<file path="config.mk">
export PLATFORM = sky130hd
export DESIGN_NAME = tas_front
export DESIGN_NICKNAME = d
export VERILOG_FILES = /design/src/rtl/tas_pkg.sv /design/src/rtl/tas_front.sv
export SDC_FILE = /design/constraint.sdc
export NUM_CORES = 1
export LEC_CHECK = 0
export BUFFER_PORTS_ARGS = -buffer_cell sky130_fd_sc_hd__buf_2
export CORE_AREA = 2 2 285 287
export DETAILED_ROUTE_END_ITERATION = 8
export DIE_AREA = 0 0 287 289
export GPL_ROUTABILITY_DRIVEN = 0
export PLACE_DENSITY = 0.5
export SLEW_MARGIN = 20
export SYNTH_ARGS = -nofsm -noshare
export SYNTH_HDL_FRONTEND = slang
export SYNTH_SLANG_ARGS = --single-unit
</file>
<file path="constraint.sdc">
create_clock -name vclk -period 3.3
set_clock_uncertainty 0.2 [all_clocks]
set_input_delay 0 -clock vclk [all_inputs]
set_output_delay 0 -clock vclk [all_outputs]
set_load 0.03 [all_outputs]
</file>
<file path="src/rtl/tas_pkg.sv">
// shared constants and the queue entry type for the triangle area spring force unit
package tas_pkg;

  localparam int COORD_WIDTH_DEF = 21;
  localparam int INDEX_WIDTH_DEF = 16;

  localparam int IN_W  = 288;
  localparam int OUT_W = 112;
  localparam int IDX_W = 16;
  localparam int K_W   = 16;
  localparam int RA_W  = 32;
  localparam int POS_W = 63;

  // edge components, offsets from the opposite edge midpoint (doubled)
  localparam int EW = 22;
  localparam int VW = 24;

  typedef struct packed {
    logic [2:0][EW-1:0]      e1;
    logic [2:0][EW-1:0]      e2;
    logic [2:0][2:0][VW-1:0] ev;
    logic [2:0][IDX_W-1:0]   idx;
    logic [K_W-1:0]          k;
    logic [RA_W-1:0]         r;
  } tri_t;

endpackage

</file>
<file path="src/rtl/tas_front.sv">
// intake: unpacks a triangle beat into edges, vertex offsets, masked indices, stiffness and rest area
module tas_front #(
  parameter int COORD_WIDTH = tas_pkg::COORD_WIDTH_DEF,
  parameter int INDEX_WIDTH = tas_pkg::INDEX_WIDTH_DEF
) (
  input  logic [tas_pkg::IN_W-1:0] s_axis_tdata,
  output tas_pkg::tri_t            tri_out
);
  import tas_pkg::*;

  localparam int IW = (INDEX_WIDTH < IDX_W) ? INDEX_WIDTH : IDX_W;
  localparam logic [IDX_W-1:0] IMASK =
    (IW >= IDX_W) ? {IDX_W{1'b1}} : IDX_W'((32'd1 << IW) - 32'd1);

  logic [POS_W-1:0]        pos [3];
  logic signed [EW-1:0]    c [3][3];
  logic signed [VW-1:0]    two_p, q, s;

  always_comb begin
    pos[0] = s_axis_tdata[POS_W-1:0];
    pos[1] = s_axis_tdata[2*POS_W-1:POS_W];
    pos[2] = s_axis_tdata[3*POS_W-1:2*POS_W];
    for (int v = 0; v < 3; v++) begin
      for (int i = 0; i < 3; i++) begin
        c[v][i] = EW'(signed'(pos[v][i*COORD_WIDTH +: COORD_WIDTH]));
      end
    end
    tri_out = '0;
    two_p = '0;
    q = '0;
    s = '0;
    for (int i = 0; i < 3; i++) begin
      tri_out.e1[i] = c[1][i] - c[0][i];
      tri_out.e2[i] = c[2][i] - c[0][i];
    end
    for (int v = 0; v < 3; v++) begin
      for (int i = 0; i < 3; i++) begin
        two_p = VW'(c[v][i]) <<< 1;
        q = VW'(c[(v + 1) % 3][i]);
        s = VW'(c[(v + 2) % 3][i]);
        tri_out.ev[v][i] = two_p - q - s;
      end
    end
    tri_out.idx[0] = s_axis_tdata[3*POS_W +: IDX_W] & IMASK;
    tri_out.idx[1] = s_axis_tdata[3*POS_W+IDX_W +: IDX_W] & IMASK;
    tri_out.idx[2] = s_axis_tdata[3*POS_W+2*IDX_W +: IDX_W] & IMASK;
    tri_out.k = s_axis_tdata[3*POS_W+3*IDX_W +: K_W];
    tri_out.r = s_axis_tdata[3*POS_W+3*IDX_W+K_W +: RA_W];
  end

endmodule

</file>
Word-level counts from Yosys, hierarchy flattened
Index checks and enable logic that the tools add are counted.
{"block": "word_totals", "register_bits": 0, "input_bits": 288, "wordCells": 24}
{"block": "classes", "addsub": 24}
{"op": "23-bit by 21-bit subtractor with 24-bit output", "count": 9}
{"op": "22-bit by 21-bit subtractor with 23-bit output", "count": 9}
{"op": "21-bit by 21-bit subtractor with 22-bit output", "count": 6}

Longest topological paths before layout
Gate-level depths: netlist of the first run.
{"block": "depth", "depth_word": 2, "depth_mapped": 12, "depth_no_buf": 12}

Worst setup path before layout of the first run
No wires, ideal clock.
{"block": "synth_timing", "kind": "in2out", "from": "input port s_axis_tdata[11] in the netlist's numbering", "to": "output port tri_out[261] in the netlist's numbering", "arrival_time_ns": 3.126, "path_slack_ns": -0.026, "stages": 10, "n_path_buf": 0, "path_cell_list": "inv_1 -> fa_1 -> ha_1 -> a21o_1 -> a21o_1 -> a21oi_1 -> nand3b_1 -> o21ai_0 -> mux2i_1 -> nor4b_1"}
{"element": "from (decl)", "line_no": "tas_front.sv:6", "text": "input logic [tas_pkg::IN_W-1:0] s_axis_tdata,"}
{"element": "to (decl)", "line_no": "tas_front.sv:7", "text": "output tas_pkg::tri_t tri_out"}

==> flow_summary.html, run 1 <==
<table>
<tr><th>Metric</th><th>Value</th></tr>
<tr><th colspan="2">STA</th></tr>
<tr><td>Count of final hold-check violations</td><td>0</td></tr>
<tr><td>Finish-stage setup viols</td><td>0</td></tr>
<tr><td>RSZ-0062 raised after global routing</td><td>true</td></tr>
<tr><td>Final count of pins violating max slew</td><td>0</td></tr>
<tr><td>Worst-case headroom to the max-slew limit</td><td>roughly 56%</td></tr>
<tr><td>Actual slew at the worst max-slew pin</td><td>roughly 0.66 ns</td></tr>
<tr><td>Max frequency</td><td>0.308 GHz</td></tr>
<tr><td>Period Utilization, post-route</td><td>98.4%</td></tr>
<tr><td>Final min period</td><td>3.25 ns</td></tr>
<tr><th colspan="2">Synth</th></tr>
<tr><td>Post-synthesis cell area</td><td>22700 sq um</td></tr>
<tr><td>Area fraction of the dominant cell type after synthesis</td><td>25.8%</td></tr>
<tr><td>Syn Inst Count</td><td>roughly 2.8k</td></tr>
<tr><td>Top cells by area in the synthesized netlist</td><td>sky130_fd_sc_hd__ha_1, sky130_fd_sc_hd__fa_1, sky130_fd_sc_hd__xnor2_1</td></tr>
<tr><td>Number of warnings printed during yosys synthesis</td><td>0</td></tr>
<tr><td>Average cell area after synthesis</td><td>around 8 sq um</td></tr>
<tr><td>Mapped Nets</td><td>3790</td></tr>
<tr><td>Biggest area consumer among synthesized cells</td><td>sky130_fd_sc_hd__ha_1</td></tr>
<tr><td>Number of library cell types mapped by synthesis</td><td>77</td></tr>
<tr><td>Fraction of the yosys area taken by sequential cells</td><td>0%</td></tr>
<tr><th colspan="2">Layout</th></tr>
<tr><td>Leading cell type in the layout, fill and taps excluded</td><td>sky130_fd_sc_hd__buf_2</td></tr>
<tr><td>Share of final-layout standard cells stronger than drive strength 1</td><td>around 29%</td></tr>
<tr><td>Number of fillers in the final layout</td><td>about 8.5k</td></tr>
<tr><td>FF/Latch Area</td><td>0 sq um</td></tr>
<tr><td>Most frequent cells in the layout</td><td>sky130_fd_sc_hd__buf_2, sky130_fd_sc_hd__ha_1, sky130_fd_sc_hd__buf_4</td></tr>
<tr><td>Total area of multi-input combinational cells</td><td>between 20000 and 25000 sq um</td></tr>
<tr><td>Cell area after layout</td><td>~31000 sq um</td></tr>
<tr><td>Post-layout util</td><td>between 30% and 40%</td></tr>
<tr><td>Nets@finish</td><td>around 4.7k</td></tr>
<tr><td>Clock buffers</td><td>0</td></tr>
<tr><td>Num sequential</td><td>0</td></tr>
<tr><td>Area growth, synth to finish</td><td>37.0%</td></tr>
<tr><th colspan="2">Floorplan</th></tr>
<tr><td>Ports</td><td>approximately 730</td></tr>
<tr><td>Y dimension of the die</td><td>around 290 microns</td></tr>
<tr><td>Area of the core</td><td>roughly 80000 sq um</td></tr>
<tr><td>Area enclosed by the die boundary</td><td>82900 sq um</td></tr>
<tr><td>FP Rows</td><td>roughly 100</td></tr>
<tr><td>Die width</td><td>around 290 microns</td></tr>
<tr><td>Starting density of the core</td><td>~28%</td></tr>
<tr><th colspan="2">Routing</th></tr>
<tr><td>Antenna violation net count after detailed routing</td><td>0</td></tr>
<tr><td>DR vias</td><td>around 24k</td></tr>
<tr><td>Number of optimization iterations in the first detailed-route pass</td><td>5</td></tr>
<tr><td>Post-detailed-route DRC marker count</td><td>0</td></tr>
<tr><td>Detail-routed net length per standard cell</td><td>approximately 19 microns</td></tr>
<tr><td>Number of design-rule violations left by the first detailed-router iteration</td><td>around 1.4k</td></tr>
<tr><td>WL final</td><td>91600 microns</td></tr>
<tr><td>Via density per instance</td><td>4.88</td></tr>
<tr><th colspan="2">Global routing</th></tr>
<tr><td>Pin count of the biggest net entering global routing</td><td>11</td></tr>
<tr><td>Met1 GRT Util</td><td>approximately a quarter</td></tr>
<tr><td>GR Layer Usage met3</td><td>approximately 3.5%</td></tr>
<tr><td>Total routing resource utilization after global routing</td><td>between 20% and 30%</td></tr>
<tr><td>Wire length of the first global-routing pass</td><td>~130000 microns</td></tr>
<tr><td>Global routing's busiest layer</td><td>met2</td></tr>
<tr><td>Number of global-route vias before repair</td><td>23.2k</td></tr>
<tr><td>Initial antenna violation count</td><td>24</td></tr>
<tr><td>Met2 capacity usage during global routing</td><td>between 30 and 40%</td></tr>
<tr><td>Aggregate global routing overflow</td><td>0</td></tr>
<tr><th colspan="2">Power</th></tr>
<tr><td>Switching power total</td><td>slightly above 0.009 W</td></tr>
<tr><td>Sw Ratio</td><td>approximately 64%</td></tr>
<tr><td>Combinational Power Share</td><td>100.0%</td></tr>
<tr><td>Leakage</td><td>15.7 nW</td></tr>
<tr><td>Sequential cell fraction of total power</td><td>0%</td></tr>
<tr><td>Internal portion of total power</td><td>between 0.005 and 0.006 W</td></tr>
<tr><td>Worst IR Drop VDD</td><td>about 0.00031 V</td></tr>
<tr><td>Part of the power in the clock network</td><td>0%</td></tr>
<tr><td>Cell area power density</td><td>461 nW/um^2</td></tr>
<tr><td>Post-layout power</td><td>between 0.01 and 0.015 W</td></tr>
<tr><th colspan="2">Outcome</th></tr>
<tr><td>Status</td><td>finished, final reports clean</td></tr>
<tr><th colspan="2">Placed design</th></tr>
<tr><td>Number of buffers inserted by port buffering</td><td>537</td></tr>
<tr><td>Post-detail-place hpwl</td><td>approximately 82000 microns</td></tr>
<tr><td>Placed Instance Area</td><td>29000 sq um</td></tr>
<tr><th colspan="2">Worst setup path</th></tr>
<tr><td>Worst setup path category</td><td>input port to output port</td></tr>
<tr><td>CP Capture Type</td><td>output port</td></tr>
<tr><td>Worst endpoint data arrival time</td><td>slightly above 3 ns</td></tr>
<tr><td>Critical Path Fanout Max</td><td>3</td></tr>
<tr><td>Data required time at the worst endpoint</td><td>just over 3 ns</td></tr>
<tr><td>Startpoint Class</td><td>input port</td></tr>
<tr><th colspan="2">Job</th></tr>
<tr><td>Max cap viols</td><td>0</td></tr>
<tr><th colspan="2">Min path</th></tr>
<tr><td>Worst min-delay path category</td><td>input port to output port</td></tr>
</table>
==> stage by stage <==
step,setup WS (ns),hold WS (ns),TNS [ns],instances
after floorplan,0.165,-0.0683,0,2839
after global placement,-0.333,-0.200,-3.68,4726
after detailed placement,-0.292,-0.200,-3.56,4726
after CTS,-0.0298,0.215,-0.0298,4833
after global routing,-0.0777,0.236,-0.455,4855
final,0.0542,0.200,0,4865
==> final cells by class <==
class / instances / area share (%)
Tap cell: 1060 / 4.26
Inverter: 331 / 4.03
Antenna cell: 17 / 0.137
Timing Repair Buffer: 1065 / 22.8
Multi-Input combinational cell: 2392 / 68.8
==> routing by layer <==
metal  vias up  wire length, microns
li1      11700                     -
met1     11200                 37700
met2       706                 44700
met3       106                  6340
met4        14                  2780
met5         -                    87
==> power groups by stage <==
stage,logic [W],clock network [W],registers [W]
global route,0.0154,0.000000000285,0
global placement,0.0135,0,0
detailed placement,0.0134,0,0
CTS,0.0140,0,0
finish,0.0144,0.000000000694,0
floorplan,0.00875,0,0
==> path summary, 6_finish.rpt <==
path                  depth (start not counted)              from      endpoint  slack (ns)
worst max-delay path                         12  s_axis_tdata[47]  tri_out[166]        0.05
worst min-delay path                          3  s_axis_tdata[63]  tri_out[168]        0.20
==> cell families (layout without fill, tap and decap cells) <==
logic type               Yosys count  in the layout  share of synthesized area, %
adder cells (fa/ha/maj)          663            663                          42.9
buffers and inverters            447           1396                          9.01
multiplexers                      11             11                         0.501
other                              0             17                             0
AND/OR/NAND/NOR                  645            645                          13.8
AO/OA/AOI/OAI                    796            796                          23.1
XOR/XNOR                         277            277                          10.7
==> cell usage after synthesis, drive strengths merged (9+ instances only) <==
cell / n
ha: 468
inv: 331
a21oi: 241
nor2: 226
fa: 195
xnor2: 180
o21ai: 129
nand2: 115
a21o: 103
buf: 100
xor2: 97
o21bai: 60
nor3: 54
nand2b: 50
nor2b: 42
a31oi: 39
nand3: 37
o21a: 31
a211oi: 25
and3: 20
o211ai: 17
o31ai: 17
clkbuf: 16
nand4: 16
nor4: 16
or3: 16
a221oi: 14
o311ai: 14
or4: 11
and2: 9
o2111ai: 9
==> worst max-delay path: stages <==
cell and delay, ns:
sky130_fd_sc_hd__buf_8 0.10, sky130_fd_sc_hd__fa_1 0.47, sky130_fd_sc_hd__ha_1 0.30, sky130_fd_sc_hd__a21o_1 0.23, sky130_fd_sc_hd__a2111o_1 0.33, sky130_fd_sc_hd__o211ai_2 0.24
sky130_fd_sc_hd__a311oi_2 0.19, sky130_fd_sc_hd__a311o_1 0.37, sky130_fd_sc_hd__a221o_1 0.33, sky130_fd_sc_hd__a21oi_2 0.16, sky130_fd_sc_hd__xnor2_1 0.14, sky130_fd_sc_hd__buf_4 0.18
==> what timing repair did <==
action,in CTS,in global routing
resized for setup,75,170
hold buffers,96,0
hold endpoints to repair,96,0
buffers inserted,11,15
pin swaps,39,66
endpoints found under the setup margin,38,68
(Power assumes the default switching activity.)
==> run 2: changes to the inputs <==
--- a/config.mk
+++ b/config.mk
@@ -5,12 +5,14 @@
 export SDC_FILE = /design/constraint.sdc
 export NUM_CORES = 1
 export LEC_CHECK = 0
+export ABC_AREA = 1
 export BUFFER_PORTS_ARGS = -buffer_cell sky130_fd_sc_hd__buf_2
 export CORE_AREA = 2 2 285 287
 export DETAILED_ROUTE_END_ITERATION = 8
 export DIE_AREA = 0 0 287 289
 export GPL_ROUTABILITY_DRIVEN = 0
-export PLACE_DENSITY = 0.5
+export MAX_ROUTING_LAYER = met4
+export PLACE_DENSITY = 0.6
 export SLEW_MARGIN = 20
 export SYNTH_ARGS = -nofsm -noshare
 export SYNTH_HDL_FRONTEND = slang
==> constraint.sdc (replaced) <==
create_clock -name vclk -period 2.7
set_clock_uncertainty 0.2 [all_clocks]
set_input_delay 0 -clock vclk [all_inputs]
set_output_delay 0 -clock vclk [all_outputs]
set_load 0.03 [all_outputs]
==> flow_summary.html, run 2 <==
<table>
<tr><th>Metric</th><th>Value</th></tr>
<tr><th colspan="2">Outcome</th></tr>
<tr><td>Status</td><td>finished, final reports clean</td></tr>
<tr><th colspan="2">Routing</th></tr>
<tr><td>Post-detailed-route DRC marker count</td><td>0 (unchanged)</td></tr>
<tr><td>Number of design-rule violations left by the first detailed-router iteration</td><td>2460 (+78%)</td></tr>
<tr><td>Via density per instance</td><td>4.85 (-0.54%)</td></tr>
<tr><td>DR vias</td><td>32.8k (+38%)</td></tr>
<tr><td>Antenna violation net count after detailed routing</td><td>0 (unchanged)</td></tr>
<tr><td>WL final</td><td>118000 microns (+29%)</td></tr>
<tr><td>Number of optimization iterations in the first detailed-route pass</td><td>5 (unchanged)</td></tr>
<tr><td>Detail-routed net length per standard cell</td><td>17.5 microns (-6.8%)</td></tr>
<tr><th colspan="2">Power</th></tr>
<tr><td>Worst IR Drop VDD</td><td>0.000447 V (+44%)</td></tr>
<tr><td>Post-layout power</td><td>0.0176 W (+23%)</td></tr>
<tr><td>Leakage</td><td>20.8 nW (+33%)</td></tr>
<tr><td>Cell area power density</td><td>507 nW/um^2 (+9.9%)</td></tr>
<tr><th colspan="2">Layout</th></tr>
<tr><td>Fin cells</td><td>6753 (+39%)</td></tr>
<tr><td>Most frequent cells in the layout</td><td>sky130_fd_sc_hd__nand2_1, sky130_fd_sc_hd__inv_1, sky130_fd_sc_hd__buf_2</td></tr>
<tr><td>Share of final-layout standard cells stronger than drive strength 1</td><td>14.9% (-15 points)</td></tr>
<tr><td>FF/Latch Area</td><td>0 sq um (unchanged)</td></tr>
<tr><td>Nets@finish</td><td>6630 (+40%)</td></tr>
<tr><td>Num sequential</td><td>0 (unchanged)</td></tr>
<tr><td>Number of fillers in the final layout</td><td>8766 (+3.3%)</td></tr>
<tr><td>Clock buffers</td><td>0 (unchanged)</td></tr>
<tr><td>Post-layout util</td><td>43.5% (+4.5 points)</td></tr>
<tr><td>Leading cell type in the layout, fill and taps excluded</td><td>sky130_fd_sc_hd__nand2_1</td></tr>
<tr><td>Area growth, synth to finish</td><td>20.7%</td></tr>
<tr><th colspan="2">Global routing</th></tr>
<tr><td>Aggregate global routing overflow</td><td>0 (unchanged)</td></tr>
<tr><td>Wire length of the first global-routing pass</td><td>172000 microns (+29%)</td></tr>
<tr><td>Total routing resource utilization after global routing</td><td>27.7% (+7.1 points)</td></tr>
<tr><td>Number of global-route vias before repair</td><td>30.4k (+31%)</td></tr>
<tr><td>Initial antenna violation count</td><td>13 (-46%)</td></tr>
<tr><td>Pin count of the biggest net entering global routing</td><td>9 (-2)</td></tr>
<tr><th colspan="2">STA</th></tr>
<tr><td>Final count of pins violating max slew</td><td>0 (unchanged)</td></tr>
<tr><td>Final-layout worst hold slack</td><td>0.220 ns (+0.0192 ns)</td></tr>
<tr><td>Count of final hold-check violations</td><td>0 (unchanged)</td></tr>
<tr><td>Actual slew at the worst max-slew pin</td><td>0.532 ns (-0.125 ns)</td></tr>
<tr><td>Final min period</td><td>between 2 and 3 ns</td></tr>
<tr><td>Period Utilization, post-route</td><td>roughly 97%</td></tr>
<tr><td>Worst-case headroom to the max-slew limit</td><td>64.1% (+8.5 points)</td></tr>
<tr><td>Worst-case setup margin in the final layout</td><td>0.0780 ns (+0.0239 ns)</td></tr>
<tr><td>Finish-stage setup viols</td><td>0 (unchanged)</td></tr>
<tr><td>Max frequency</td><td>0.381 GHz</td></tr>
<tr><td>RSZ-0062 raised after global routing</td><td>true</td></tr>
<tr><th colspan="2">Synth</th></tr>
<tr><td>Number of library cell types mapped by synthesis</td><td>30 (-61%)</td></tr>
<tr><td>Mapped Nets</td><td>5959 (+57%)</td></tr>
<tr><td>Top cells by area in the synthesized netlist</td><td>sky130_fd_sc_hd__nand2_1, sky130_fd_sc_hd__ha_1, sky130_fd_sc_hd__fa_1</td></tr>
<tr><td>Syn Inst Count</td><td>5008 (+76%)</td></tr>
<tr><td>Area fraction of the dominant cell type after synthesis</td><td>23.2% (-2.6 points)</td></tr>
<tr><td>Biggest area consumer among synthesized cells</td><td>sky130_fd_sc_hd__nand2_1</td></tr>
<tr><td>Count leader, synth</td><td>sky130_fd_sc_hd__nand2_1</td></tr>
<tr><td>Post-synthesis cell area</td><td>28800 sq um (+27%)</td></tr>
<tr><td>Average cell area after synthesis</td><td>5.75 sq um (-28%)</td></tr>
<tr><td>Fraction of the yosys area taken by sequential cells</td><td>0% (unchanged)</td></tr>
<tr><td>Most instantiated cells after synthesis</td><td>sky130_fd_sc_hd__nand2_1, sky130_fd_sc_hd__inv_1, sky130_fd_sc_hd__ha_1</td></tr>
<tr><td>Number of warnings printed during yosys synthesis</td><td>0 (unchanged)</td></tr>
<tr><th colspan="2">Floorplan</th></tr>
<tr><td>Area enclosed by the die boundary</td><td>82900 sq um (unchanged)</td></tr>
<tr><td>Die width</td><td>287 microns (unchanged)</td></tr>
<tr><td>Area of the core</td><td>79900 sq um (unchanged)</td></tr>
<tr><td>Y dimension of the die</td><td>289 microns (unchanged)</td></tr>
<tr><td>Starting density of the core</td><td>36.0% (+7.6 points)</td></tr>
<tr><td>FP Rows</td><td>104 (unchanged)</td></tr>
<tr><td>Ports</td><td>732 (unchanged)</td></tr>
<tr><th colspan="2">Worst setup path</th></tr>
<tr><td>Worst setup path category</td><td>input port to output port</td></tr>
<tr><td>Most frequent cell on the critical path</td><td>sky130_fd_sc_hd__nand2_1</td></tr>
<tr><td>CP cell instances</td><td>buf_2 -&gt; clkinvlp_4 -&gt; buf_4 -&gt; fa_1 -&gt; ha_4 -&gt; nand2_1 -&gt; nor2_1 -&gt; nand2_1 -&gt; nor2_1 -&gt; nand2_1 -&gt; nand3_1 -&gt; nand2_1 -&gt; nand2_1 -&gt; clkbuf_4</td></tr>
<tr><td>CP Capture Type</td><td>output port</td></tr>
<tr><td>Data required time at the worst endpoint</td><td>2.50 ns (-0.60 ns)</td></tr>
<tr><td>Worst endpoint data arrival time</td><td>2.42 ns (-0.63 ns)</td></tr>
<tr><td>Critical Path Fanout Max</td><td>5 (+2)</td></tr>
<tr><td>Startpoint Class</td><td>input port</td></tr>
<tr><td>Critical path's slowest cell</td><td>sky130_fd_sc_hd__fa_1</td></tr>
<tr><td>Critical path's largest stage delay</td><td>0.50 ns (+0.03 ns)</td></tr>
<tr><th colspan="2">Placed design</th></tr>
<tr><td>Post-detail-place hpwl</td><td>107000 microns (+30%)</td></tr>
<tr><td>Total instance count after detailed placement</td><td>6609 (+40%)</td></tr>
<tr><td>Pre-CTS worst setup slack</td><td>-0.0228 ns (+0.269 ns)</td></tr>
<tr><td>Number of buffers inserted by port buffering</td><td>537 (unchanged)</td></tr>
<tr><th colspan="2">Job</th></tr>
<tr><td>Max cap viols</td><td>0 (unchanged)</td></tr>
<tr><th colspan="2">Min path</th></tr>
<tr><td>Worst min-delay path category</td><td>input port to output port</td></tr>
</table>
-- run 2: kinds of logic after synthesis --
kind of cell	after synthesis	synth area share, %
buf+inv	1140	16.1
compound gates	348	6.64
simple gates	2668	37.6
fa+ha+maj	663	33.9
xor+xnor	189	5.75
-- run 2: stage by stage --
| step | TNS (ns) | cell area, sq um |
|---|---|---|
| floorplan | 0 | 28800 |
| global placement | -0.0186 | 32800 |
| detailed placement | -0.0298 | 32800 |
| CTS | -0.0383 | 33800 |
| global route | -0.106 | 34700 |
| finish | 0 | 34700 |
-- run 2: where the power goes --
part	switching, W	internal [W]
Sequential	0	0
Clock	0	0.00000000109
Combinational	0.0123	0.00533
-- run 2: cell type report --
class	count	area, sq um	share of cell area, %
multi-input combinational	3868	24700	71.0
tap	1060	1330	3.82
antenna	16	40.0	0.115
timing repair buffer	767	4730	13.6
inverter	1042	3990	11.5
-- run 2: worst paths after layout --
kind	startpoint	to	slack (ns)	cells past startpoint
worst min-delay path	s_axis_tdata[147]	tri_out[264]	0.22	3
worst max-delay path	s_axis_tdata[83]	tri_out[262]	0.08	14
-- run 2: timing repair --
action                                  CTS  global route
pin swaps                                 0             3
resized for setup                         1           167
endpoints found under the setup margin    2            62
setup buffers                             0            32
gates cloned                              0             0
endpoints found under the hold margin    96             0
hold buffers                             96             0
-- run 2: metal layers --
metal | up-vias | global-route usage [%] | wire, microns
met5 | - | - | 0
li1 | 16400 | - | -
met3 | 224 | 4.24 | 8410
met1 | 14900 | 33.2 | 48800
met2 | 1217 | 46.2 | 55400
met4 | 0 | 11.5 | 5820
-- run 2: critical path: cells and delay by family --
kind | cells | cell delay [ns]
fa+ha+maj | 2 | 0.81
buf+inv | 4 | 0.73
simple gates | 8 | 0.87
