File: config.mk
export PLATFORM = sky130hd
export DESIGN_NAME = tas_queue
export DESIGN_NICKNAME = d
export VERILOG_FILES = /design/src/rtl/tas_pkg.sv /design/src/rtl/tas_queue.sv
export SDC_FILE = /design/constraint.sdc
export NUM_CORES = 1
export LEC_CHECK = 0
export BUFFER_PORTS_ARGS = -buffer_cell sky130_fd_sc_hd__buf_2
export CORE_AREA = 2 2 345 347
export DETAILED_ROUTE_END_ITERATION = 8
export DIE_AREA = 0 0 347 349
export GPL_TIMING_DRIVEN = 0
export SETUP_SLACK_MARGIN = 0.5
export SLEW_MARGIN = 5
export SYNTH_ARGS = -nofsm -noshare
export SYNTH_HDL_FRONTEND = slang
export SYNTH_SLANG_ARGS = --single-unit
File: constraint.sdc
create_clock -name clk -period 34.2 [get_ports clk]
set_input_delay 1.71 -clock clk [delete_from_list [all_inputs] [get_ports clk]]
set_output_delay 1.71 -clock clk [all_outputs]
set_load 0.03 [all_outputs]
File: src/rtl/tas_pkg.sv
// shared constants and the queue entry type for the triangle area spring force unit
package tas_pkg;

  localparam int COORD_WIDTH_DEF = 21;
  localparam int INDEX_WIDTH_DEF = 16;

  localparam int IN_W  = 288;
  localparam int OUT_W = 112;
  localparam int IDX_W = 16;
  localparam int K_W   = 16;
  localparam int RA_W  = 32;
  localparam int POS_W = 63;

  // edge components, offsets from the opposite edge midpoint (doubled)
  localparam int EW = 22;
  localparam int VW = 24;

  typedef struct packed {
    logic [2:0][EW-1:0]      e1;
    logic [2:0][EW-1:0]      e2;
    logic [2:0][2:0][VW-1:0] ev;
    logic [2:0][IDX_W-1:0]   idx;
    logic [K_W-1:0]          k;
    logic [RA_W-1:0]         r;
  } tri_t;

endpackage

File: src/rtl/tas_queue.sv
// two-entry queue between intake and the arithmetic sequencer
module tas_queue (
  input  logic          clk,
  input  logic          rst,
  input  logic          in_valid,
  output logic          in_ready,
  input  tas_pkg::tri_t in_data,
  output logic          out_valid,
  input  logic          out_pop,
  output tas_pkg::tri_t out_data
);
  import tas_pkg::*;

  tri_t       mem [2];
  logic       wptr, rptr;
  logic [1:0] count;
  logic       push;

  assign in_ready  = (count != 2'd2);
  assign out_valid = (count != 2'd0);
  assign out_data  = mem[rptr];
  assign push      = in_valid && in_ready;

  always_ff @(posedge clk) begin
    if (push) begin
      mem[wptr] <= in_data;
    end
  end

  always_ff @(posedge clk) begin
    if (rst) begin
      wptr  <= 1'b0;
      rptr  <= 1'b0;
      count <= 2'd0;
    end else begin
      if (push) wptr <= ~wptr;
      if (out_pop) rptr <= ~rptr;
      count <= count + 2'(push) - 2'(out_pop);
    end
  end

endmodule

# After elaboration in Yosys (flattened, before gate mapping)

Memories as Yosys holds them, arrays and structs flattened. A register that Yosys moved wholly into a read port is not among the register bits.
Cells that the tools add are included.
Widths: inputs -> output; s select.

Flip-flop bits (word level): 4
Memory bits (writable): 888
Word-level logic and storage cells: 15
Input bits: 448
Memories: 1
Output and inout port bits: 446

Eq/ne operators: 1
Reduce and logical (&&, ||, !) cells: 2
Mux-type cells: 4
Add/subtract/negate cells: 2
Bitwise operators: 2

Memory list:

| memory | depth | width | read ports | clocked after memory_dff | wr ports | line            | text |
|---|---|---|---|---|---|---|---|
| mem    | 2     | 444   | 1          | 1                        | 1        | tas_queue.sv:14 | `tri_t mem [2];` |

Operators by type and width:

| operator           | number |
|---|---|
| $mux 1             | 4 |
| $add 2x1->2        | 1 |
| $ne 2x2->1 const B | 1 |
| $not 1->1          | 2 |
| $reduce_bool 2->1  | 1 |
| $sub 2x1->2        | 1 |
| $logic_and 1x1->1  | 1 |

# Longest topological paths before layout

Gate-level depths: netlist of run 1.

Word-level depth: 4
Gate-level depth with buffers: 7
Depth with buffers taken out: 7

# Least setup slack after synthesis of run 1

Ideal clock, no wire load.

Kind: input to register
From: input in_valid
To: memory mem[1][0] (netlist bit), enable pin
Arrival: 11.827 ns
Cell stages on the path: 1
Path slack: 21.504 ns
Path buffers: 0
Setup time: 0.869 ns
Required time: 33.331 ns
Cells stage by stage: and3_1

Longest elaborated chain between the ends: 3

RTL lines:

| element                      | line            | text |
|---|---|---|
| from (decl)                  | tas_queue.sv:5  | `input logic in_valid,` |
| $logic_and 1x1->1            | tas_queue.sv:22 | `assign push = in_valid && in_ready;` |
| $mux 1                       | tas_queue.sv:25 | `if (push) begin` |
| $mux 1 (implied by the code) | tas_queue.sv:26 | `mem[wptr] <= in_data;` |
| to (decl)                    | tas_queue.sv:14 |  |

Every way passes these cells.

==> results of run 1 <==
==> placed cells by master (no fill, tap or decap), types with 3 or more instances in the layout <==
cell / count
buf_16: 12
inv_6: 3
inv_1: 3
diode_2: 18
mux2_2: 334
clkbuf_1: 12
buf_2: 924
clkinv_1: 23
edfxtp_1: 888
mux2_1: 110
nor2_1: 3
buf_6: 18
clkinv_16: 4
bufinv_16: 11
clkinv_2: 22
dfxtp_1: 5
clkbuf_16: 96
==> state kept, by name, summed over array words and instances (netlist names), named ones only <==
name,cells
count,2
mem,888
rptr,1
wptr,1
==> power by group through the flow <==
stage | Clock, mW | Combinational, mW | Sequential (mW)
after floorplan | 0 | 0.289 | 1.39
after global placement | 0 | 0.450 | 1.43
after detailed placement | 0 | 0.462 | 1.35
after CTS | 1.07 | 0.464 | 1.33
after global routing | 1.11 | 0.480 | 1.34
final | 1.03 | 0.455 | 1.33
==> metrics by stage <==
| stage | cell area (um2) | hold WS, ns | utilization [%] |
|---|---|---|---|
| 3_3_place_gp | 38700 | 0.506 | 32.9 |
| 6_report | 42200 | 0.519 | 36.0 |
| 5_1_grt | 42200 | 0.568 | 35.9 |
| 3_5_place_dp | 39000 | 0.506 | 33.2 |
| 4_1_cts | 42200 | 0.526 | 35.9 |
| 2_1_floorplan | 32300 | 0.480 | - |
==> cells by family after synthesis <==
kind of cell,after synthesis
buffers and inverters,53
AOI/OAI and AO/OA,4
muxes,444
DFF,893
adders and majority gates,1
xor gates and xnor gates,2
and+or+nand+nor,13
==> path summary, 6_finish.rpt <==
kind         slack [ns]  cells past startpoint     start       endpoint
max               29.73                      4  register  out_data[166]
min                0.52                      2      rptr           rptr
min reg2reg        0.52                      2      rptr           rptr
max reg2reg       31.12                      6  count[0]    mem[1][348]
==> Yosys cell counts (all sizes together) <==
cell     number  area share (%)
nand2         1           0.012
nand2b        1           0.019
xnor2         2           0.054
a21oi         1           0.015
a2111oi       1           0.027
buf          49             1.1
a21boi        1           0.023
dfxtp         5            0.31
or4b          1           0.031
a21bo         1           0.031
nand4         2           0.039
mux2        444              15
or2           1           0.019
edfxtp      888              83
nor2          3           0.035
nand3b        1           0.023
nor2b         1           0.019
and3          1           0.019
inv           4           0.047
nand4b        1           0.027
ha            1           0.039
==> final cells by class <==
class	count	area, um2
Antenna cell	18	45.0
Inverter	4	22.5
Clock buffer	108	2450
Multi-Input combinational cell	464	5140
Sequential cell	893	26800
Clock inverter	68	729
Timing Repair Buffer	905	4800
Buffer	49	358
Fill cell	11100	75200
Tap cell	1536	1920
==> per-layer routing <==
layer	vias to the layer above	part of all wire [%]	GRT usage, %
li1	7706	-	-
met1	8483	35	13.7
met2	639	52	23.2
met3	171	8.9	5.37
met4	22	3.8	6.64
met5	-	0.16	0
==> tightest hold or removal path, cell delays in order (launching register included) <==
cell and delay [ns]:
dfxtp_1 0.32, xnor2_1 0.09, nor2_1 0.08
==> results.sh, run 1 <==
export IMPL_p_int_mw=2.06
export IMPL_numCtsBuffers=94
export IMPL_slew_limit_headroom_pct=50.1
export IMPL_arrival_ns=2.76
export IMPL_first_iter_violations=1094
export IMPL_muxShareOfSynthArea_pct=15.5
export IMPL_track_usage_pct=13.2
export IMPL_globalplace_congestion=0.813
export IMPL_pwr_share_seq_pct=47.2
export IMPL_grt_max_degree=106
export IMPL_ys_ff_latch=893
export IMPL_fin_crit_ns=4.47
export IMPL_p_sw_mw=0.760
export IMPL_ys_seq_area_share_pct=82.9
export IMPL_start_kind="register"
export IMPL_routedWlPerCell_um=20.7
export IMPL_grt_pass1_vias=17900
export IMPL_syn_area_per_cell_um2=22.9
export IMPL_post_cts_repair_setup_buffers=0
export IMPL_syn_num_nets=1859
export IMPL_synth_compound_area_share_pct=0.0969
export IMPL_io_buffers=893
export IMPL_fp_dieH_um=349
export IMPL_cts_tree="built"
export IMPL_htree_levels=3
export IMPL_drv_slew=0
export IMPL_clk_path_buf_depth=3
export IMPL_synth_xor_area_share_pct=0.0543
export IMPL_ctsHoldBuffers=0
export IMPL_synthSimpleGateAreaFrac_pct=0.244
export IMPL_cp_required_ns=32.49
export IMPL_cts_resized=0
export IMPL_pin_count=894
export IMPL_crit_family="buffers and inverters"
export IMPL_fin_ws_ns=29.73
export IMPL_slowest_delay_ns=0.57
export IMPL_p_per_area_nw_per_um2=66.7
export IMPL_tightest_slew_ns=0.748
export IMPL_finalSetupViolCount=0
export IMPL_slowest_stage="buf_2"
export IMPL_dp_cells=3851
export IMPL_path_buf_inv=3
export IMPL_finalClockSkew_ns=0.0224
export IMPL_switching_share_pct=27.0
export IMPL_pwr_share_comb_pct=16.2
export IMPL_power_total_mw=2.82
export IMPL_yosys_cell_types_count=23
export IMPL_yosysWarningCount=0
export IMPL_final_cells=4045
export IMPL_avgViaCountPerCell=4.21
export IMPL_leakage_nw=15.5
export IMPL_worstSetupPathType="reg -> out"
export IMPL_final_nets=2860
export IMPL_max_clock_freq_mhz=224
export IMPL_grt_setup_unrepaired="false"
export IMPL_ant_nets=0
export IMPL_syn_cell_area_um2=32300
export IMPL_num_rows=126
export IMPL_path_cells="buf_2 -> buf_2 -> mux2_2 -> buf_2"
export IMPL_final_period_utilization_pct=13.1
export IMPL_grt_overflow_total=0
export IMPL_maxCapViolCount=0
export IMPL_hold_viol=0
export IMPL_min_path_type="reg -> reg"
export IMPL_run_status="complete, no violations"
export IMPL_synth_top_family_by_area="multiplexers"
export IMPL_fin_tns_setup_ns=0
export IMPL_final_layout_size_suffix_gt1_share_pct=57.5
export IMPL_dp_hpwl_um=59900
export IMPL_insertion_delay_ns=0.67
export IMPL_vias=17000
export IMPL_pwr_share_clk_pct=36.7
export IMPL_fp_dieW_um=347
export IMPL_drc=0
export IMPL_cp_max_fo=12
export IMPL_dr_pass1_iters=5
export IMPL_antenna_found_initial=29
export IMPL_synth_fa_ha_area_share_pct=0.0388
export IMPL_coreArea_um2=117000
export IMPL_cpMostUsedCell="buf_2"
export IMPL_root_buffer="clkbuf_16"
export IMPL_grt_pass1_wl_um=117000
export IMPL_dp_slack_ns=29.86
export IMPL_dieArea_um2=121000
export IMPL_ir_worst_vdd_uv=47.6
export IMPL_cts_num_sinks=893
export IMPL_area_delta_synth_final_pct=30.8
export IMPL_drt_wl_total_um=83800
export IMPL_start_util_pct=27.5
export IMPL_end_kind="output port"
export IMPL_path_clk_slew_ns=0.06
export IMPL_synthCells=1410
Power figures use the tool's default switching activity.
==> run 2: changes to the inputs <==
--- a/config.mk
+++ b/config.mk
@@ -5,6 +5,7 @@
 export SDC_FILE = /design/constraint.sdc
 export NUM_CORES = 1
 export LEC_CHECK = 0
+export ABC_AREA = 1
 export BUFFER_PORTS_ARGS = -buffer_cell sky130_fd_sc_hd__buf_2
 export CORE_AREA = 2 2 345 347
 export DETAILED_ROUTE_END_ITERATION = 8
==> constraint.sdc (replaced) <==
create_clock -name clk -period 3.9 [get_ports clk]
set_input_delay 0.195 -clock clk [delete_from_list [all_inputs] [get_ports clk]]
set_output_delay 0.195 -clock clk [all_outputs]
set_load 0.03 [all_outputs]
==> results.sh, run 2 <==
export IMPL_post_route_util_pct=39.9
export IMPL_cp_max_fo=29
export IMPL_end_kind="register"
export IMPL_hold_viol=0
export IMPL_io_buffers=893
export IMPL_ys_seq_area_share_pct=83.0
export IMPL_globalplace_congestion=0.755
export IMPL_drc=0
export IMPL_coreArea_um2=117000
export IMPL_power_total_mw=24.7
export IMPL_syn_cell_area_um2=32200
export IMPL_synth_most_common_cell="edfxtp_1"
export IMPL_post_cts_repair_setup_buffers=0
export IMPL_start_util_pct=27.5
export IMPL_place_area_um2=39400
export IMPL_final_period_utilization_pct=75.1
export IMPL_postSynth_asyncResetShare_pct=0
export IMPL_clk_path_buf_depth=3
export IMPL_fin_ws_ns=0.970
export IMPL_fp_dieH_um=349
export IMPL_ant_nets=0
export IMPL_arrival_ns=3.29
export IMPL_finalSetupViolCount=0
export IMPL_dp_cells=3877
export IMPL_final_common_cell="buf_2"
export IMPL_path_clk_slew_ns=0.06
export IMPL_grt_pass1_vias=20400
export IMPL_num_rows=126
export IMPL_ys_ff_latch=893
export IMPL_grt_max_degree=30
export IMPL_top_register="mem"
export IMPL_synth_edf_count=888
export IMPL_vias=18900
export IMPL_pwr_share_comb_pct=18.0
export IMPL_fillers=10700
export IMPL_syn_num_nets=1861
export IMPL_run_status="complete, no violations"
export IMPL_top_regs="mem x888, count x2"
export IMPL_synth_top_cells_by_area="edfxtp_1 (83%), mux2_2 (12%), mux2_1 (3.7%)"
export IMPL_p_int_mw=18.0
export IMPL_yosysWarningCount=0
export IMPL_dp_hpwl_um=61100
export IMPL_leakage_nw=17.5
export IMPL_htree_levels=3
export IMPL_root_buffer="clkbuf_16"
export IMPL_start_kind="register"
export IMPL_fp_dieW_um=347
export IMPL_largest_register_ffs=888
export IMPL_avgViaCountPerCell=4.18
export IMPL_cp_required_ns=4.26
export IMPL_synth_largest_area_cell="edfxtp_1"
export IMPL_grt_setup_unrepaired="false"
export IMPL_final_cells=4508
export IMPL_cts_num_sinks=893
export IMPL_synth_common_cells="edfxtp_1 (888), mux2_2 (339), mux2_1 (105), buf_2 (31), buf_6 (18)"
export IMPL_numCtsBuffers=98
export IMPL_synth_top_area_share_pct=82.7
export IMPL_fin_crit_ns=2.93
export IMPL_max_clock_freq_mhz=341
export IMPL_pwr_share_clk_pct=34.9
export IMPL_cts_resized=0
export IMPL_ys_flop_type="edfxtp_1"
export IMPL_track_usage_pct=13.7
export IMPL_final_layout_size_suffix_gt1_share_pct=49.1
export IMPL_mostFrequentLayoutCells="buf_2 (924), edfxtp_1 (888), dlygate4sd3_1 (448)"
export IMPL_fin_area_um2=46900
export IMPL_tightest_slew_ns=0.851
export IMPL_pin_count=894
export IMPL_maxCapViolCount=0
export IMPL_min_path_type="in -> reg"
export IMPL_holdWs_ns=0.235
export IMPL_drv_slew=0
export IMPL_ir_worst_vdd_uv=509
export IMPL_dieArea_um2=121000
export IMPL_syn_area_per_cell_um2=22.8
export IMPL_finalClockSkew_ns=0.0243
export IMPL_pwr_share_seq_pct=47.1
export IMPL_p_per_area_nw_per_um2=527
export IMPL_cts_tree="built"
export IMPL_insertion_delay_ns=0.67
export IMPL_synthCells=1412
export IMPL_routedWlPerCell_um=19.2
export IMPL_final_nets=3338
export IMPL_area_delta_synth_final_pct=45.4
export IMPL_worstSetupPathType="reg -> reg"
export IMPL_yosys_cell_types_count=14
export IMPL_switching_share_pct=27.1
export IMPL_slew_limit_headroom_pct=43.2
export IMPL_drt_wl_total_um=86500
export IMPL_antenna_found_initial=8
export IMPL_p_sw_mw=6.69
export IMPL_dp_slack_ns=0.960
export IMPL_first_iter_violations=898
export IMPL_grt_overflow_total=0
export IMPL_dr_pass1_iters=4
export IMPL_grt_pass1_wl_um=124000
export IMPL_fin_tns_setup_ns=0
==> run 2: cell types whose count changed in the layout (fill, tap and decap cells not counted), sizes merged, moves of 2 or more <==
cell / previous run / this run
clkbuf: 108 / 129
nand2: 1 / 8
buf: 954 / 978
nand4: 2 / 0
dlygate4sd3: 0 / 448
inv: 7 / 17
nor2: 3 / 5
diode: 18 / 5
clkinv: 52 / 31
bufinv: 11 / 3
clkinvlp: 2 / 4
==> run 2: logic make-up after synthesis <==
kind of cell / after synthesis / synth area share, %
compound gates: 2 / 0.0310
xor+xnor: 2 / 0.0543
fa+ha+maj: 1 / 0.0388
buf+inv: 55 / 1.18
flops: 893 / 83.0
mux: 444 / 15.5
simple gates: 15 / 0.182
==> run 2: worst paths after layout <==
path,startpoint,end,slack [ns],cells past startpoint
setup / recovery,count[0],mem[1][253],0.97,10
hold / removal,in_data[204],mem[1][204],0.23,2
setup reg to reg,count[0],mem[1][253],0.97,10
hold reg to reg,rptr,register,0.53,2
==> run 2: layer usage <==
| layer | global-route usage, % | part of all wire [%] |
|---|---|---|
| met1 | 14.8 | 38 |
| met2 | 24.5 | 52 |
| met3 | 4.60 | 7.0 |
| met4 | 5.62 | 3.7 |
| met5 | 0 | 0.031 |
==> run 2: power by group through the flow <==
stage	clock network (mW)	registers (mW)	logic [mW]
floorplan	0	12.0	2.49
global placement	0	12.1	3.86
detailed placement	0	11.8	4.09
CTS	8.89	11.6	4.49
global route	9.26	11.7	4.67
finish	8.62	11.6	4.44
==> run 2: what timing repair did <==
action | 4_1_cts | 5_1_grt
hold endpoints to repair | 895 | 0
setup endpoints to repair | 0 | 0
hold buffers | 448 | 0
==> run 2: layout make-up <==
type | count | area [um2] | area share (%)
Inverter | 6 | 22.5 | 0.0480
Clock inverter | 49 | 378 | 0.806
Buffer | 49 | 358 | 0.763
Multi-Input combinational cell | 464 | 5130 | 10.9
Tap cell | 1536 | 1920 | 4.10
Sequential cell | 893 | 26800 | 57.1
Antenna cell | 5 | 12.5 | 0.0267
Timing Repair Buffer | 1377 | 9700 | 20.7
Clock buffer | 129 | 2590 | 5.52
==> run 2: critical path, stage by stage, from the launching register on <==
cell     delay, ns
dfxtp_2       0.33
inv_2         0.05
nand2_4       0.08
nand2_4       0.09
nor2_4        0.68
buf_12        0.27
buf_12        0.22
buf_16        0.19
buf_16        0.17
buf_12        0.22
buf_12        0.23
==> run 3: changes to the inputs <==
--- a/config.mk
+++ b/config.mk
@@ -5,7 +5,7 @@
 export SDC_FILE = /design/constraint.sdc
 export NUM_CORES = 1
 export LEC_CHECK = 0
-export ABC_AREA = 1
+export ABC_AREA = 0
 export BUFFER_PORTS_ARGS = -buffer_cell sky130_fd_sc_hd__buf_2
 export CORE_AREA = 2 2 345 347
 export DETAILED_ROUTE_END_ITERATION = 8
==> constraint.sdc (replaced) <==
create_clock -name clk -period 2.5 [get_ports clk]
set_input_delay 0.125 -clock clk [delete_from_list [all_inputs] [get_ports clk]]
set_output_delay 0.125 -clock clk [all_outputs]
set_load 0.03 [all_outputs]
==> results.sh, run 3 (synthesis results as in run 1) <==
export IMPL_run_status="complete, no violations"
export IMPL_pwr_share_comb_pct=22.0
export IMPL_tightest_slew_ns=0.678
export IMPL_grt_overflow_total=0
export IMPL_vias=19700
export IMPL_arrival_ns=2.18
export IMPL_start_kind="register"
export IMPL_globalplace_congestion=0.785
export IMPL_cp_required_ns=2.38
export IMPL_avgViaCountPerCell=4.29
export IMPL_clk_path_buf_depth=3
export IMPL_pwr_share_seq_pct=44.7
export IMPL_drv_slew=0
export IMPL_num_rows=126
export IMPL_antenna_found_initial=9
export IMPL_io_buffers=893
export IMPL_holdWs_ns=0.156
export IMPL_dp_cells=3860
export IMPL_path_clk_slew_ns=0.06
export IMPL_fin_ws_ns=0.195
export IMPL_grt_setup_unrepaired="true"
export IMPL_p_sw_mw=11.2
export IMPL_final_nets=3413
export IMPL_dieArea_um2=121000
export IMPL_cp_max_fo=8
export IMPL_start_util_pct=27.5
export IMPL_fin_crit_ns=2.30
export IMPL_fp_dieH_um=349
export IMPL_fin_tns_setup_ns=0
export IMPL_drc=0
export IMPL_slowest_stage="dfxtp_4"
export IMPL_coreArea_um2=117000
export IMPL_path_cells="buf_12 -> buf_16 -> clkbuf_16 -> mux2_1 -> buf_4"
export IMPL_fin_area_um2=50700
export IMPL_track_usage_pct=14.6
export IMPL_worstSetupPathType="reg -> out"
export IMPL_fp_dieW_um=347
export IMPL_grt_pass1_wl_um=130000
export IMPL_hold_viol=0
export IMPL_maxCapViolCount=0
export IMPL_cts_num_sinks=893
export IMPL_dr_pass1_iters=5
export IMPL_final_cells=4586
export IMPL_final_layout_size_suffix_gt1_share_pct=52.2
export IMPL_slowest_delay_ns=0.39
export IMPL_cts_tree="built"
export IMPL_finalClockSkew_ns=0.0261
export IMPL_top_register="mem"
export IMPL_max_clock_freq_mhz=434
export IMPL_end_kind="output port"
export IMPL_area_delta_synth_final_pct=57.1
export IMPL_dp_slack_ns=-0.559
export IMPL_finalSetupViolCount=0
export IMPL_leakage_nw=19.3
export IMPL_root_buffer="clkbuf_16"
export IMPL_power_total_mw=40.7
export IMPL_routedWlPerCell_um=21.5
export IMPL_first_iter_violations=1144
export IMPL_final_common_cell="edfxtp_1"
export IMPL_slew_limit_headroom_pct=54.8
export IMPL_post_route_util_pct=43.2
export IMPL_numCtsBuffers=96
export IMPL_largest_register_ffs=888
export IMPL_dp_hpwl_um=60200
export IMPL_insertion_delay_ns=0.69
export IMPL_pin_count=894
export IMPL_grt_max_degree=57
export IMPL_ant_nets=0
export IMPL_p_per_area_nw_per_um2=803
export IMPL_pwr_share_clk_pct=33.3
export IMPL_final_period_utilization_pct=92.2
export IMPL_top_regs="mem x888, count x2"
export IMPL_place_area_um2=39200
export IMPL_grt_pass1_vias=20500
export IMPL_switching_share_pct=27.5
export IMPL_htree_levels=3
export IMPL_drt_wl_total_um=98700
export IMPL_ir_worst_vdd_uv=678
export IMPL_mostFrequentLayoutCells="edfxtp_1 (888), buf_2 (646), dlygate4sd3_1 (448)"
export IMPL_p_int_mw=29.5
export IMPL_min_path_type="in -> reg"
==> run 3: changes by cell type in the layout (fill, tap and decap cells not counted), moves of 16 or more <==
cell,before,now
buf_6,18,144
buf_2,924,646
mux2_2,339,265
clkbuf_1,30,14
buf_12,32,55
buf_4,0,133
mux2_1,105,56
clkbuf_16,99,122
mux2_4,0,123
buf_16,4,26
==> run 3: path summary, 6_finish.rpt <==
check,startpoint,to,slack [ns],depth (start not counted)
min,in_data[311],mem[0][311],0.16,2
min reg2reg,rptr,register,0.52,2
max reg2reg,count[0],mem[0][354],0.54,10
max,register,out_data[341],0.20,5
==> run 3: repair_timing <==
action                                  CTS  global route
hold buffers                            448             0
endpoints found under the hold margin   893             0
gates resized for setup                 170           751
cloned                                   23            25
setup buffers                            21            25
pin swaps                                 1             0
setup endpoints to repair              1216           678
==> run 3: per-layer routing <==
| layer | wire (um) | track usage, % | vias to the layer above |
|---|---|---|---|
| li1 | - | - | 8835 |
| met1 | 35800 | 15.3 | 9843 |
| met2 | 51700 | 26.6 | 780 |
| met3 | 7320 | 4.47 | 200 |
| met4 | 3950 | 6.87 | 2 |
| met5 | 13 | 0 | - |
==> run 3: power by group through the flow <==
| stage | logic (mW) | clock network, mW | registers [mW] |
|---|---|---|---|
| final | 8.95 | 13.6 | 18.2 |
| after global routing | 9.30 | 14.4 | 18.3 |
| after CTS | 7.75 | 13.8 | 18.2 |
| after detailed placement | 6.38 | 0 | 18.5 |
| after global placement | 5.69 | 0 | 18.8 |
| after floorplan | 3.95 | 0 | 18.8 |
==> run 3: layout make-up <==
| class | instances | area [um2] |
|---|---|---|
| Timing Repair Buffer | 1453 | 12300 |
| Clock inverter | 66 | 519 |
| Fill cell | 10100 | 66700 |
| Tap cell | 1536 | 1920 |
| Antenna cell | 7 | 17.5 |
| Inverter | 4 | 18.8 |
| Clock buffer | 111 | 2480 |
| Multi-Input combinational cell | 466 | 5630 |
| Timing Repair inverter | 1 | 7.51 |
| Sequential cell | 893 | 26800 |
| Buffer | 49 | 988 |
==> run 3: worst max-delay path: cells and delay by family, from the launching register on <==
kind	cells	cell delay, ns
DFF	1	0.39
buffers and inverters	4	0.71
muxes	1	0.35
